==> config.mk <==
export PLATFORM = sky130hd
export DESIGN_NAME = xorshift128_random_unit_top
export DESIGN_NICKNAME = d
export VERILOG_FILES = /design/src/hdl/xsr_pkg.sv /design/src/hdl/xsr_front.sv /design/src/hdl/xsr_back.sv /design/src/hdl/xorshift128_random_unit_top.sv
export VERILOG_INCLUDE_DIRS = /design/src /design/src/hdl
export SDC_FILE = /design/constraint.sdc
export NUM_CORES = 1
export LEC_CHECK = 0
export ABC_AREA = 0
export BUFFER_PORTS_ARGS = -buffer_cell sky130_fd_sc_hd__buf_4
export CAP_MARGIN = 10
export CORE_MARGIN = 5
export CORE_UTILIZATION = 45
export CTS_BUF_LIST = sky130_fd_sc_hd__clkbuf_4 sky130_fd_sc_hd__clkbuf_8
export DETAILED_ROUTE_END_ITERATION = 8
export PLACE_DENSITY = 0.73
export SYNTH_ARGS = -nofsm -noshare
export SYNTH_HDL_FRONTEND = slang
export SYNTH_SLANG_ARGS = --single-unit
==> constraint.sdc <==
create_clock -name i_clk -period 10.8 [get_ports i_clk]
set_input_delay 0.54 -clock i_clk [delete_from_list [all_inputs] [get_ports i_clk]]
set_output_delay 0.54 -clock i_clk [all_outputs]
set_load 0.1 [all_outputs]
==> src/hdl/assert_macros.svh <==
// Assertion macros used by the top-level RTL file.
`ifndef ASSERT_MACROS_SVH
`define ASSERT_MACROS_SVH

// check a property on every rising edge outside reset
`define ASSERT_CLK(lbl, clk, rst_n, prop, msg) \
    lbl: assert property (@(posedge clk) disable iff (!rst_n) prop) else $error(msg);

// check a property on every rising edge, reset included
`define ASSERT_ALWAYS(lbl, clk, prop, msg) \
    lbl: assert property (@(posedge clk) prop) else $error(msg);

`endif

==> src/hdl/xsr_pkg.sv <==
// Types and constants of the xorshift128 random unit.
package xsr_pkg;

    localparam int WORD_W    = 32;
    localparam int WORDS     = 4;
    localparam int SEED_BYTES = 16;
    localparam int DIV_STEPS = 32;
    localparam int SHIFT_A   = 11;
    localparam int SHIFT_B   = 8;
    localparam int SHIFT_C   = 19;

    localparam logic [2:0] OP_DRAW32  = 3'd0;
    localparam logic [2:0] OP_DRAW64  = 3'd1;
    localparam logic [2:0] OP_BOUNDED = 3'd2;
    localparam logic [2:0] OP_SEED    = 3'd3;
    localparam logic [2:0] OP_DEFAULT = 3'd4;

    localparam logic [1:0] WIDTH_8  = 2'd0;
    localparam logic [1:0] WIDTH_16 = 2'd1;

    localparam logic [2:0] CFG_SEED_WORD0 = 3'd0;
    localparam logic [2:0] CFG_SEED_WORD1 = 3'd1;
    localparam logic [2:0] CFG_SEED_WORD2 = 3'd2;
    localparam logic [2:0] CFG_SEED_WORD3 = 3'd3;
    localparam logic [2:0] CFG_SEED_COUNT = 3'd4;

    localparam logic [31:0] FILL_LEFT  = 32'hB71A1F9B;
    localparam logic [31:0] FILL_RIGHT = 32'h09359117;

    typedef logic [WORDS-1:0][WORD_W-1:0] t_words;

    localparam t_words DEFAULT_WORDS = {32'hBD1A8DF8, 32'h5FF57607,
                                        32'h125E16C8, 32'h418B2B91};

    typedef enum logic [2:0] {
        KIND_DRAW32,
        KIND_DRAW64,
        KIND_BOUNDED,
        KIND_SEED,
        KIND_DEFAULT,
        KIND_NOP
    } t_kind;

    typedef enum logic [1:0] {
        ST_IDLE,
        ST_HIGH,
        ST_DIVIDE
    } t_state;

    typedef struct packed {
        logic [2:0]  op;
        logic [1:0]  draw_width;
        logic [63:0] bound;
    } t_req;

    typedef struct packed {
        logic [63:0] value;
        logic        bound_error;
    } t_rsp;

    typedef struct packed {
        t_kind       kind;
        logic [1:0]  draw_width;
        logic [63:0] bound;
    } t_cmd;

    typedef struct packed {
        t_words     word;
        logic [4:0] count;
    } t_seed_cfg;

endpackage

==> src/hdl/xsr_front.sv <==
// Request decode and command queue of the xorshift128 random unit.
module xsr_front #(
    parameter int DEPTH = 2
) (
    input  logic          i_clk,
    input  logic          i_rst_n,
    input  logic          i_push,
    input  xsr_pkg::t_req i_req,
    output logic          o_full,
    output logic          o_cmd_valid,
    output xsr_pkg::t_cmd o_cmd,
    input  logic          i_cmd_pop
);

    localparam int PTR_W = $clog2(DEPTH);
    localparam int CNT_W = $clog2(DEPTH + 1);

    xsr_pkg::t_cmd r_queue [DEPTH];
    logic [PTR_W-1:0] r_wr_ptr, n_wr_ptr;
    logic [PTR_W-1:0] r_rd_ptr, n_rd_ptr;
    logic [CNT_W-1:0] r_count, n_count;
    xsr_pkg::t_cmd w_cmd;
    logic w_push;
    logic w_pop;

    // classify the request
    always_comb begin
        w_cmd.draw_width = i_req.draw_width;
        w_cmd.bound      = i_req.bound;
        case (i_req.op)
            xsr_pkg::OP_DRAW32:  w_cmd.kind = xsr_pkg::KIND_DRAW32;
            xsr_pkg::OP_DRAW64:  w_cmd.kind = xsr_pkg::KIND_DRAW64;
            xsr_pkg::OP_BOUNDED: w_cmd.kind = xsr_pkg::KIND_BOUNDED;
            xsr_pkg::OP_SEED:    w_cmd.kind = xsr_pkg::KIND_SEED;
            xsr_pkg::OP_DEFAULT: w_cmd.kind = xsr_pkg::KIND_DEFAULT;
            default:             w_cmd.kind = xsr_pkg::KIND_NOP;
        endcase
    end

    assign o_full      = (r_count == CNT_W'(DEPTH));
    assign o_cmd_valid = (r_count != '0);
    assign o_cmd       = r_queue[r_rd_ptr];
    assign w_push      = i_push && !o_full;
    assign w_pop       = i_cmd_pop && o_cmd_valid;

    always_comb begin
        n_wr_ptr = r_wr_ptr;
        n_rd_ptr = r_rd_ptr;
        n_count  = r_count;
        if (w_push) begin
            n_wr_ptr = (r_wr_ptr == PTR_W'(DEPTH - 1)) ? '0 : r_wr_ptr + 1'b1;
        end
        if (w_pop) begin
            n_rd_ptr = (r_rd_ptr == PTR_W'(DEPTH - 1)) ? '0 : r_rd_ptr + 1'b1;
        end
        if (w_push && !w_pop) begin
            n_count = r_count + 1'b1;
        end else if (w_pop && !w_push) begin
            n_count = r_count - 1'b1;
        end
    end

    always_ff @(posedge i_clk) begin
        if (!i_rst_n) begin
            r_wr_ptr <= '0;
            r_rd_ptr <= '0;
            r_count  <= '0;
        end else begin
            r_wr_ptr <= n_wr_ptr;
            r_rd_ptr <= n_rd_ptr;
            r_count  <= n_count;
        end
    end

    always_ff @(posedge i_clk) begin
        if (w_push) begin
            r_queue[r_wr_ptr] <= w_cmd;
        end
    end

endmodule

==> src/hdl/xsr_back.sv <==
// Generator state, bounded-draw remainder unit and result register.
module xsr_back (
    input  logic               i_clk,
    input  logic               i_rst_n,
    input  logic               i_cmd_valid,
    input  xsr_pkg::t_cmd      i_cmd,
    output logic               o_cmd_pop,
    input  xsr_pkg::t_seed_cfg i_seed,
    input  logic               i_pop,
    output logic               o_empty,
    output xsr_pkg::t_rsp      o_rsp
);

    xsr_pkg::t_state r_state, n_state;
    xsr_pkg::t_words r_words, n_words;
    logic            r_out_valid, n_out_valid;
    xsr_pkg::t_rsp   r_out, n_out;
    logic [31:0]     r_lo, n_lo;
    logic [31:0]     r_rem, n_rem;
    logic [31:0]     r_dvd, n_dvd;
    logic [63:0]     r_bound, n_bound;
    logic [4:0]      r_step, n_step;

    logic            w_take;
    logic [31:0]     w_t0;
    logic [31:0]     w_t1;
    logic [31:0]     w_draw;
    xsr_pkg::t_words w_adv;
    xsr_pkg::t_words w_merge;
    xsr_pkg::t_words w_seeded;
    logic [4:0]      w_count;
    logic [32:0]     w_trial;
    logic            w_ge;
    logic [63:0]     w_diff;

    assign w_take    = (r_state == xsr_pkg::ST_IDLE) && i_cmd_valid && !r_out_valid;
    assign o_cmd_pop = w_take;
    assign o_empty   = !r_out_valid;
    assign o_rsp     = r_out;

    // one generator step
    assign w_t0   = r_words[3] ^ (r_words[3] << xsr_pkg::SHIFT_A);
    assign w_t1   = w_t0 ^ (w_t0 >> xsr_pkg::SHIFT_B);
    assign w_draw = w_t1 ^ r_words[0] ^ (r_words[0] >> xsr_pkg::SHIFT_C);
    assign w_adv  = {r_words[2], r_words[1], r_words[0], w_draw};

    // seed bytes over state, then replace zero words
    assign w_count = (i_seed.count > 5'(xsr_pkg::SEED_BYTES)) ?
                     5'(xsr_pkg::SEED_BYTES) : i_seed.count;

    always_comb begin
        w_merge  = r_words;
        w_seeded = r_words;
        for (int w = 0; w < xsr_pkg::WORDS; w++) begin
            for (int k = 0; k < 4; k++) begin
                if (5'(w * 4 + k) < w_count) begin
                    w_merge[w][k*8 +: 8] = i_seed.word[w][k*8 +: 8];
                end
            end
        end
        for (int w = 0; w < xsr_pkg::WORDS; w++) begin
            if (w_merge[w] == '0) begin
                w_seeded[w] = 32'(xsr_pkg::FILL_LEFT << w) ^ (xsr_pkg::FILL_RIGHT >> w);
            end else begin
                w_seeded[w] = w_merge[w];
            end
        end
    end

    // one restoring remainder step
    assign w_trial = {r_rem, r_dvd[31]};
    assign w_ge    = ({31'b0, w_trial} >= r_bound);
    assign w_diff  = {31'b0, w_trial} - r_bound;

    always_comb begin
        n_state = r_state;
        case (r_state)
            xsr_pkg::ST_IDLE: begin
                if (w_take) begin
                    if (i_cmd.kind == xsr_pkg::KIND_DRAW64) begin
                        n_state = xsr_pkg::ST_HIGH;
                    end else if (i_cmd.kind == xsr_pkg::KIND_BOUNDED &&
                                 i_cmd.bound != '0) begin
                        n_state = xsr_pkg::ST_DIVIDE;
                    end
                end
            end
            xsr_pkg::ST_HIGH: n_state = xsr_pkg::ST_IDLE;
            xsr_pkg::ST_DIVIDE: begin
                if (r_step == 5'(xsr_pkg::DIV_STEPS - 1)) begin
                    n_state = xsr_pkg::ST_IDLE;
                end
            end
            default: n_state = xsr_pkg::ST_IDLE;
        endcase
    end

    always_comb begin
        n_words     = r_words;
        n_out_valid = r_out_valid && !i_pop;
        n_out       = r_out;
        n_lo        = r_lo;
        n_rem       = r_rem;
        n_dvd       = r_dvd;
        n_bound     = r_bound;
        n_step      = r_step;
        case (r_state)
            xsr_pkg::ST_IDLE: begin
                if (w_take) begin
                    n_out       = '0;
                    n_out_valid = 1'b1;
                    case (i_cmd.kind)
                        xsr_pkg::KIND_DRAW32: begin
                            n_words = w_adv;
                            case (i_cmd.draw_width)
                                xsr_pkg::WIDTH_8:  n_out.value = {56'b0, w_draw[7:0]};
                                xsr_pkg::WIDTH_16: n_out.value = {48'b0, w_draw[15:0]};
                                default:           n_out.value = {32'b0, w_draw};
                            endcase
                        end
                        xsr_pkg::KIND_DRAW64: begin
                            n_words     = w_adv;
                            n_lo        = w_draw;
                            n_out_valid = 1'b0;
                        end
                        xsr_pkg::KIND_BOUNDED: begin
                            n_words = w_adv;
                            if (i_cmd.bound == '0) begin
                                n_out.bound_error = 1'b1;
                            end else begin
                                n_out_valid = 1'b0;
                                n_dvd       = w_draw;
                                n_rem       = '0;
                                n_bound     = i_cmd.bound;
                                n_step      = '0;
                            end
                        end
                        xsr_pkg::KIND_SEED:    n_words = w_seeded;
                        xsr_pkg::KIND_DEFAULT: n_words = xsr_pkg::DEFAULT_WORDS;
                        default:               n_words = r_words;
                    endcase
                end
            end
            xsr_pkg::ST_HIGH: begin
                n_words     = w_adv;
                n_out       = '0;
                n_out.value = {w_draw, r_lo};
                n_out_valid = 1'b1;
            end
            xsr_pkg::ST_DIVIDE: begin
                n_rem  = w_ge ? w_diff[31:0] : w_trial[31:0];
                n_dvd  = r_dvd << 1;
                n_step = r_step + 1'b1;
                if (r_step == 5'(xsr_pkg::DIV_STEPS - 1)) begin
                    n_out       = '0;
                    n_out.value = {32'b0, n_rem};
                    n_out_valid = 1'b1;
                end
            end
            default: n_words = r_words;
        endcase
    end

    always_ff @(posedge i_clk) begin
        if (!i_rst_n) begin
            r_state     <= xsr_pkg::ST_IDLE;
            r_words     <= xsr_pkg::DEFAULT_WORDS;
            r_out_valid <= 1'b0;
            r_step      <= '0;
        end else begin
            r_state     <= n_state;
            r_words     <= n_words;
            r_out_valid <= n_out_valid;
            r_step      <= n_step;
        end
    end

    always_ff @(posedge i_clk) begin
        r_out   <= n_out;
        r_lo    <= n_lo;
        r_rem   <= n_rem;
        r_dvd   <= n_dvd;
        r_bound <= n_bound;
    end

endmodule

==> src/hdl/xorshift128_random_unit_top.sv <==
// Top level of the xorshift128 random unit: seed registers, front and back.
// Requests enter a command queue of QUEUE_DEPTH entries and are carried out
// one at a time by the back end, which holds the four generator words and a
// one-entry result register. Draw32, seed, default and unknown requests end
// in ST_IDLE; a draw64 steps the generator there and again in ST_HIGH; a
// bounded draw with a nonzero bound takes one step, then runs the bit-serial
// remainder unit. A new request starts once the previous result is popped;
// requests keep queueing meanwhile. The configuration port never stalls.
`include "assert_macros.svh"

module xorshift128_random_unit_top #(
    parameter int QUEUE_DEPTH = 2
) (
    input  logic          i_clk,
    input  logic          i_rst_n,
    input  logic          i_push,
    output logic          o_full,
    input  xsr_pkg::t_req i_req,
    output logic          o_empty,
    input  logic          i_pop,
    output xsr_pkg::t_rsp o_rsp,
    input  logic          i_cfg_valid,
    output logic          o_cfg_ready,
    input  logic [2:0]    i_cfg_index,
    input  logic [31:0]   i_cfg_data
);

    xsr_pkg::t_seed_cfg r_seed;
    logic               w_cmd_valid;
    xsr_pkg::t_cmd      w_cmd;
    logic               w_cmd_pop;

    assign o_cfg_ready = 1'b1;

    always_ff @(posedge i_clk) begin
        if (!i_rst_n) begin
            r_seed.word  <= '0;
            r_seed.count <= 5'(xsr_pkg::SEED_BYTES);
        end else if (i_cfg_valid) begin
            case (i_cfg_index)
                xsr_pkg::CFG_SEED_WORD0: r_seed.word[0] <= i_cfg_data;
                xsr_pkg::CFG_SEED_WORD1: r_seed.word[1] <= i_cfg_data;
                xsr_pkg::CFG_SEED_WORD2: r_seed.word[2] <= i_cfg_data;
                xsr_pkg::CFG_SEED_WORD3: r_seed.word[3] <= i_cfg_data;
                xsr_pkg::CFG_SEED_COUNT: r_seed.count   <= i_cfg_data[4:0];
                default: r_seed <= r_seed;
            endcase
        end
    end

    xsr_front #(
        .DEPTH(QUEUE_DEPTH)
    ) u_front (
        .i_clk      (i_clk),
        .i_rst_n    (i_rst_n),
        .i_push     (i_push),
        .i_req      (i_req),
        .o_full     (o_full),
        .o_cmd_valid(w_cmd_valid),
        .o_cmd      (w_cmd),
        .i_cmd_pop  (w_cmd_pop)
    );

    xsr_back u_back (
        .i_clk      (i_clk),
        .i_rst_n    (i_rst_n),
        .i_cmd_valid(w_cmd_valid),
        .i_cmd      (w_cmd),
        .o_cmd_pop  (w_cmd_pop),
        .i_seed     (r_seed),
        .i_pop      (i_pop),
        .o_empty    (o_empty),
        .o_rsp      (o_rsp)
    );

    `ASSERT_CLK(a_pop_needs_cmd, i_clk, i_rst_n, w_cmd_pop |-> w_cmd_valid, "pop of empty queue")
    `ASSERT_CLK(a_full_has_cmd, i_clk, i_rst_n, o_full |-> w_cmd_valid, "full queue shows no item")
    `ASSERT_CLK(a_err_zero, i_clk, i_rst_n, (!o_empty && o_rsp.bound_error) |-> (o_rsp.value == '0), "bound error with value")

endmodule
==> results of run 1 <==
logic make-up (layout without fill, tap and decap cells):
logic type | Yosys count | count (layout)
XOR/XNOR | 127 | 127
AND/OR/NAND/NOR | 906 | 906
AO/OA/AOI/OAI | 686 | 686
adder cells (fa/ha/maj) | 41 | 41
multiplexers | 200 | 200
buffers and inverters | 269 | 537
flip-flops | 637 | 637
other | 1 | 5
where the power goes:
part           total (W)  internal [W]  switching (W)
Combinational    0.00429       0.00126        0.00303
Sequential       0.00397       0.00335       0.000621
Clock            0.00220       0.00121       0.000998
area by class of cell:
class                           count  area [um2]  share of cell area [%]
Tap cell                          864        1080                    3.10
Timing Repair Buffer              277        2240                    6.43
Antenna cell                        4        10.0                  0.0287
Clock buffer                      145        1850                    5.31
Inverter                           73         274                   0.786
Multi-Input combinational cell   1961       12700                    36.4
Clock inverter                     42         323                   0.926
Sequential cell                   637       16400                    47.0
per-stage QoR:
step	power (W)	setup WS [ns]	hold slack [ns]	utilization [%]
after floorplan	0.00671	5.91	0.437	-
after global placement	0.00811	6.80	0.454	48.6
after detailed placement	0.00817	6.68	0.460	48.6
after CTS	0.0104	6.70	0.00317	52.8
after global routing	0.0109	6.31	0.00537	52.8
final	0.0105	6.63	0.0443	52.8
sequential cells by signal, summed over array words and instances (netlist names), named ones only:
register            cells
r_seed                133
u_front.r_count         2
u_back.r_out_valid      1
u_back.r_state          2
u_front.r_rd_ptr        1
u_front.r_wr_ptr        1
u_front.r_queue       138
u_back.r_rem           32
u_back.r_step           5
u_back.r_words        128
u_back.r_lo            32
u_back.r_dvd           32
u_back.o_rsp           65
u_back.r_bound         64
Yosys cell counts, drive strengths merged, types with 18 or more instances:
cell / n
nand2: 484
edfxtp: 363
dfxtp: 274
clkbuf: 172
a21oi: 166
a21boi: 139
o21ai: 131
mux2: 123
nor2: 98
xnor2: 93
nor4: 87
mux2i: 77
inv: 73
nand3: 66
o221ai: 50
ha: 40
nor2b: 39
xor2: 34
and2: 26
buf: 24
nor3: 24
a31oi: 23
a21o: 20
o211ai: 18
metal layers:
| layer | global-route usage, % | part of all wire, % | vias to the layer above | wire (um) |
|---|---|---|---|---|
| li1 | - | - | 10900 | - |
| met1 | 35.0 | 42 | 11400 | 38100 |
| met2 | 37.5 | 44 | 1261 | 40500 |
| met3 | 5.45 | 11 | 206 | 9790 |
| met4 | 8.47 | 3.3 | 0 | 3040 |
| met5 | 0 | 0 | - | 0 |
worst max-delay path by stage:
stage,from,to,cells after the start
3_5_place_dp,flop,u_back.r_words[87],9
6_report,flop,u_back.r_words[104],9
5_1_grt,flop,u_back.r_words[88],9
3_3_place_gp,flop,u_back.r_words[78],9
4_1_cts,flop,u_back.r_words[88],9
2_1_floorplan,flop,u_back.r_step[3],8
==> impl_metrics.py, run 1 <==
metrics = {
    "status": {
        "outcome": "completed",
    },
    "layout": {
        "final_area_um2": 34900,
        "final_cell_mix": "nand2_1 (480), edfxtp_1 (363), dfxtp_1 (273)",
        "layout_commonest_cell": "nand2_1",
        "drive_gt1_share_pct": 17.7,
        "areaGrowthSynthToFinish_pct": 15.9,
        "design.final.nets": 3202,
        "finalNonFillerCells": 4003,
        "nFillCells": 5642,
    },
    "synth": {
        "synth-edff-count": 363,
        "yosysSeqAreaShare_pct": 54.5,
        "ys.flop_type": "edfxtp_1",
        "synth_top_cell_area_share_pct": 36.2,
        "synth-seq-cells": 637,
        "yosys.area.top_type": "edfxtp_1",
        "synth_fa_ha_area_share_pct": 1.73,
        "synth-warning-count": 0,
        "synth_xor_area_share_pct": 3.70,
        "synthSimpleGateAreaFrac_pct": 13.9,
        "synthesis.area_um2": 30100,
        "synthDistinctLibCells": 82,
        "async_reset_ff_share_pct": 0,
        "synth.area.top_cells": "edfxtp_1 (36%), dfxtp_1 (18%), nand2_1 (6.0%), mux2_2 (4.6%), a21boi_0 (3.4%)",
        "avgSynthCellArea_um2": 10.5,
        "synth_top_family_by_area": "compound AO/OA/AOI/OAI gates",
        "synth_compound_area_share_pct": 15.4,
        "syn_nets": 3017,
        "synthCells": 2867,
        "muxShareOfSynthArea_pct": 7.17,
    },
    "setup_path": {
        "r2r_slack_ns": 6.63,
        "ff2ff_path_depth": 9,
        "required_ns": 11.38,
        "critical_path.max_fanout": 78,
        "crit_type": "flop to flop",
        "cp.arrival_ns": 4.75,
        "path_delay_family": "compound AO/OA/AOI/OAI gates",
        "timing.rr.end": "u_back.r_words[104]",
        "crit_path_cell_trace": "mux2i_1, a211oi_1, o21ai_4, buf_4, nand2_1, a21oi_1, a21oi_1, o21ai_0, nand2_1",
        "critPathMaxStageDelay_ns": 1.03,
        "end_kind": "flop",
        "path_buf_inv": 1,
        "critPathLaunchType": "flop",
        "crit_slowest_cell": "dfxtp_4",
    },
    "floorplanning": {
        "pin_count": 177,
        "initial_core_util_pct": 45.6,
        "row_count": 94,
        "die_h_um": 269,
        "dieWidth_um": 269,
        "core_um2": 66000,
        "dieArea_um2": 72100,
    },
    "clock_network": {
        "holdBufCountCts": 62,
        "clk_latency_ns": 0.75,
        "clkSinkCount": 637,
        "cts_resized": 0,
        "cts-root-buf": "clkbuf_8",
        "htree_levels": 3,
        "clkTransAtPathRegs_ns": 0.06,
        "cts_tree": "done",
        "cts_buffer_depth": 3,
        "cts_made_buffers": 102,
        "post_cts_buffers": 0,
    },
    "placement": {
        "place_area_um2": 32000,
        "io_buffer_count": 175,
        "post-dp-hpwl_um": 62600,
        "gp_congestion": 0.969,
        "dp_cells": 3749,
    },
    "grt": {
        "antenna_found_initial": 5,
        "grt_overflow_total": 0,
        "grt_pass1_vias": 22600,
        "grt_pass1_wl_um": 138000,
        "grt_usage_pct": 24.6,
        "grt_max_degree": 107,
    },
    "hold_path": {
        "min_to": "u_front.r_queue[1][59]",
        "hold_depth": 1,
        "hold_class": "input port to flop",
        "hold_start": "i_req[59]",
    },
    "timing": {
        "rsz0062_at_grt": "no",
        "hold_viol_final": 0,
        "fmaxAchievable_ghz": 0.240,
        "skew_ns": 0.0648,
        "final_min_period_over_clock_period_pct": 38.7,
        "period_needed_ns": 4.17,
        "fin_tns_setup_ns": 0,
        "worst_pin_slew_ns": 1.18,
        "slew_violations": 0,
        "setup_viol": 0,
        "slew_headroom_pct": 21.4,
    },
    "routing": {
        "routed_wl_um": 91400,
        "postRouteAntennaNets": 0,
        "wl_per_cell_um": 22.8,
        "drt-initial-drc-count": 2906,
        "drc": 0,
        "drt_pass1_iterations": 8,
        "vias": 23700,
        "vias_per_cell": 5.93,
    },
    "pwr": {
        "ir_drop_uv": 223,
        "p_leak_nw": 12.6,
        "powerDensity_nw_per_um2": 300,
    },
    "flow_run": {
        "cap_violations": 0,
    },
}
(Power assumes the default switching activity.)
==> inputs of run 2 (changes only) <==
--- a/config.mk
+++ b/config.mk
@@ -13,7 +13,7 @@
 export CORE_UTILIZATION = 45
 export CTS_BUF_LIST = sky130_fd_sc_hd__clkbuf_4 sky130_fd_sc_hd__clkbuf_8
 export DETAILED_ROUTE_END_ITERATION = 8
-export PLACE_DENSITY = 0.73
+export PLACE_DENSITY = 0.75
 export SYNTH_ARGS = -nofsm -noshare
 export SYNTH_HDL_FRONTEND = slang
 export SYNTH_SLANG_ARGS = --single-unit
==> constraint.sdc (replaced) <==
create_clock -name i_clk -period 3.7 [get_ports i_clk]
set_input_delay 0.185 -clock i_clk [delete_from_list [all_inputs] [get_ports i_clk]]
set_output_delay 0.185 -clock i_clk [all_outputs]
set_load 0.1 [all_outputs]
==> run 2 against run 1 <==
  * Wire length is 2.7% higher
  * Die area stayed put
  * Critical path depth is 1 higher
  * Clock power grew to 2.9 times the previous value
  * Core utilization is 1.4 points higher
  * Sequential power grew to 2.9 times the previous value
  * Count of clock-buffer cells in the layout is 4 higher
  * Total power grew to 3.0 times the previous value
  * Worst hold slack better by 0.0028 ns
  * Largest cell class unchanged
  * Largest power group unchanged
  * Highest routed layer is now met5
==> impl_metrics.py, run 2 (same netlist as run 1, synthesis figures left out) <==
metrics = {
    "layout": {
        "nFillCells": 5589,
        "largest_reg_flops": 138,
        "final_cell_mix": "nand2_1 (480), edfxtp_1 (363), dfxtp_1 (273)",
        "areaGrowthSynthToFinish_pct": 18.9,
        "layout_commonest_cell": "nand2_1",
        "utilization_pct": 54.2,
        "final_area_um2": 35800,
        "drive_gt1_share_pct": 18.7,
        "reg_top3": "u_front.r_queue x138, r_seed x133, u_back.r_words x128",
        "regMostFlops": "u_front.r_queue",
        "design.final.nets": 3300,
    },
    "timing": {
        "fmaxAchievable_ghz": 0.282,
        "skew_ns": 0.0522,
        "fin_tns_setup_ns": 0,
        "setup_ws_ns": 0.148,
        "worst_pin_slew_ns": 1.18,
        "setup_viol": 0,
        "period_needed_ns": 3.55,
        "slew_headroom_pct": 21.0,
        "final_min_period_over_clock_period_pct": 96.0,
        "rsz0062_at_grt": "no",
        "slew_violations": 0,
        "hold_viol_final": 0,
    },
    "hold_path": {
        "hold_start": "i_cfg_index[2]",
        "min_to": "r_seed[4]",
        "hold_depth": 3,
        "hold_class": "input port to flop",
    },
    "routing": {
        "wl_per_cell_um": 22.9,
        "drt-initial-drc-count": 3132,
        "drt_pass1_iterations": 6,
        "postRouteAntennaNets": 0,
        "routed_wl_um": 93800,
        "drc": 0,
        "vias": 24500,
        "vias_per_cell": 5.99,
    },
    "setup_path": {
        "ff2ff_path_depth": 10,
        "end_kind": "flop",
        "path_buf_inv": 1,
        "crit_path_cell_trace": "ha_1, nand2_1, or4_1, or4b_1, o211a_2, nand4_1, and4_4, buf_12, mux2i_1, o221ai_1",
        "r2r_slack_ns": 0.15,
        "critical_path.max_fanout": 30,
        "path_delay_family": "simple AND/OR/NAND/NOR gates",
        "crit_type": "flop to flop",
        "reg2reg_from": "u_back.r_rem[22]",
        "critPathLaunchType": "flop",
        "crit_slowest_cell": "or4b_1",
        "required_ns": 4.12,
        "cp.arrival_ns": 3.97,
        "timing.rr.end": "u_back.o_rsp[17]",
        "critPathMaxStageDelay_ns": 0.54,
    },
    "placement": {
        "place_ws_ns": 0.123,
        "gp_congestion": 0.956,
        "io_buffer_count": 175,
        "post-dp-hpwl_um": 65700,
        "place_area_um2": 32600,
    },
    "grt": {
        "grt_pass1_vias": 23200,
        "grt_usage_pct": 25.1,
        "grt_pass1_wl_um": 140000,
        "grt_max_degree": 154,
        "grt_overflow_total": 0,
        "antenna_found_initial": 5,
    },
    "flow_run": {
        "cap_violations": 0,
    },
    "floorplanning": {
        "dieWidth_um": 269,
        "die_h_um": 269,
        "dieArea_um2": 72100,
        "pin_count": 177,
        "core_um2": 66000,
        "row_count": 94,
        "initial_core_util_pct": 45.6,
    },
    "clock_network": {
        "clk_latency_ns": 0.74,
        "clkSinkCount": 637,
        "cts_buffer_depth": 3,
        "cts_made_buffers": 104,
        "cts-root-buf": "clkbuf_8",
        "cts_tree": "done",
        "htree_levels": 3,
        "post_cts_buffers": 0,
        "clkTransAtPathRegs_ns": 0.06,
    },
    "status": {
        "outcome": "completed",
    },
    "pwr": {
        "ir_drop_uv": 805,
        "power_w": 0.0309,
        "p_leak_nw": 13.1,
        "powerDensity_nw_per_um2": 865,
    },
}
-- run 2: changes by cell type in the layout (fill, tap and decap cells not counted), sizes merged --
| cell | previous run | this run |
|---|---|---|
| buf | 214 | 268 |
| bufinv | 4 | 3 |
| clkbuf | 145 | 149 |
| clkinv | 33 | 27 |
| diode | 4 | 3 |
| dlygate4sd3 | 63 | 105 |
-- run 2: worst max-delay path by stage --
| stage | from | end | slack [ns] | cells after the start |
|---|---|---|---|---|
| 2_1_floorplan | flop | u_back.r_step[3] | -0.07 | 8 |
| 3_3_place_gp | u_back.r_rem[19] | u_back.o_rsp[17] | 0.23 | 10 |
| 3_5_place_dp | u_back.r_rem[20] | u_back.o_rsp[17] | 0.12 | 10 |
| 4_1_cts | u_back.r_rem[19] | u_back.o_rsp[17] | 0.08 | 10 |
| 5_1_grt | u_back.r_rem[19] | u_back.o_rsp[17] | 0.03 | 10 |
| 6_report | u_back.r_rem[22] | u_back.o_rsp[17] | 0.15 | 10 |
-- run 2: area by class of cell --
cell class	instances	area (um2)	share of cell area, %
sequential	637	16400	45.8
multi-input combinational	1961	12700	35.5
timing repair buffer	373	3180	8.89
clock buffer	149	1880	5.24
tap	864	1080	3.02
clock inverter	35	275	0.770
inverter	73	274	0.766
antenna	3	7.51	0.0210
-- run 2: per-stage QoR --
step	instances	hold slack (ns)
after floorplan	2867	0.284
after global routing	4094	0.0433
after CTS	4092	0.00647
final	4095	0.0471
after detailed placement	3803	0.373
after global placement	3803	0.371
-- run 2: power by group --
group	switching, W	internal, W	total [W]	leakage (nW)
Combinational	0.00913	0.00394	0.0131	6.30
Clock	0.00291	0.00347	0.00638	1.14
Sequential	0.00174	0.00976	0.0115	5.62
Total	0.0138	0.0172	0.0309	13.1
-- run 2: worst register-to-register path, stage by stage, from the launching register on --
cell and delay (ns):
edfxtp_1 0.45, ha_1 0.34, nand2_1 0.07, or4_1 0.51, or4b_1 0.54, o211a_2 0.17, nand4_1 0.10, and4_4 0.33
buf_12 0.25, mux2i_1 0.32, o221ai_1 0.18
-- run 2: layer usage --
metal  global-route usage (%)  vias up  share of wire, %
met5                        0        -             0.028
met3                     5.79      224                11
met4                     8.18        2               3.1
met2                     39.6     1427                46
met1                     34.5    11800                40
li1                         -    11100                 -
-- run 2: repair_timing --
| action | 4_1_cts | 5_1_grt |
|---|---|---|
| setup endpoints to repair | 0 | 4 |
| hold endpoints to repair | 292 | 0 |
| hold buffers | 105 | 0 |
| resized for setup | 0 | 1 |
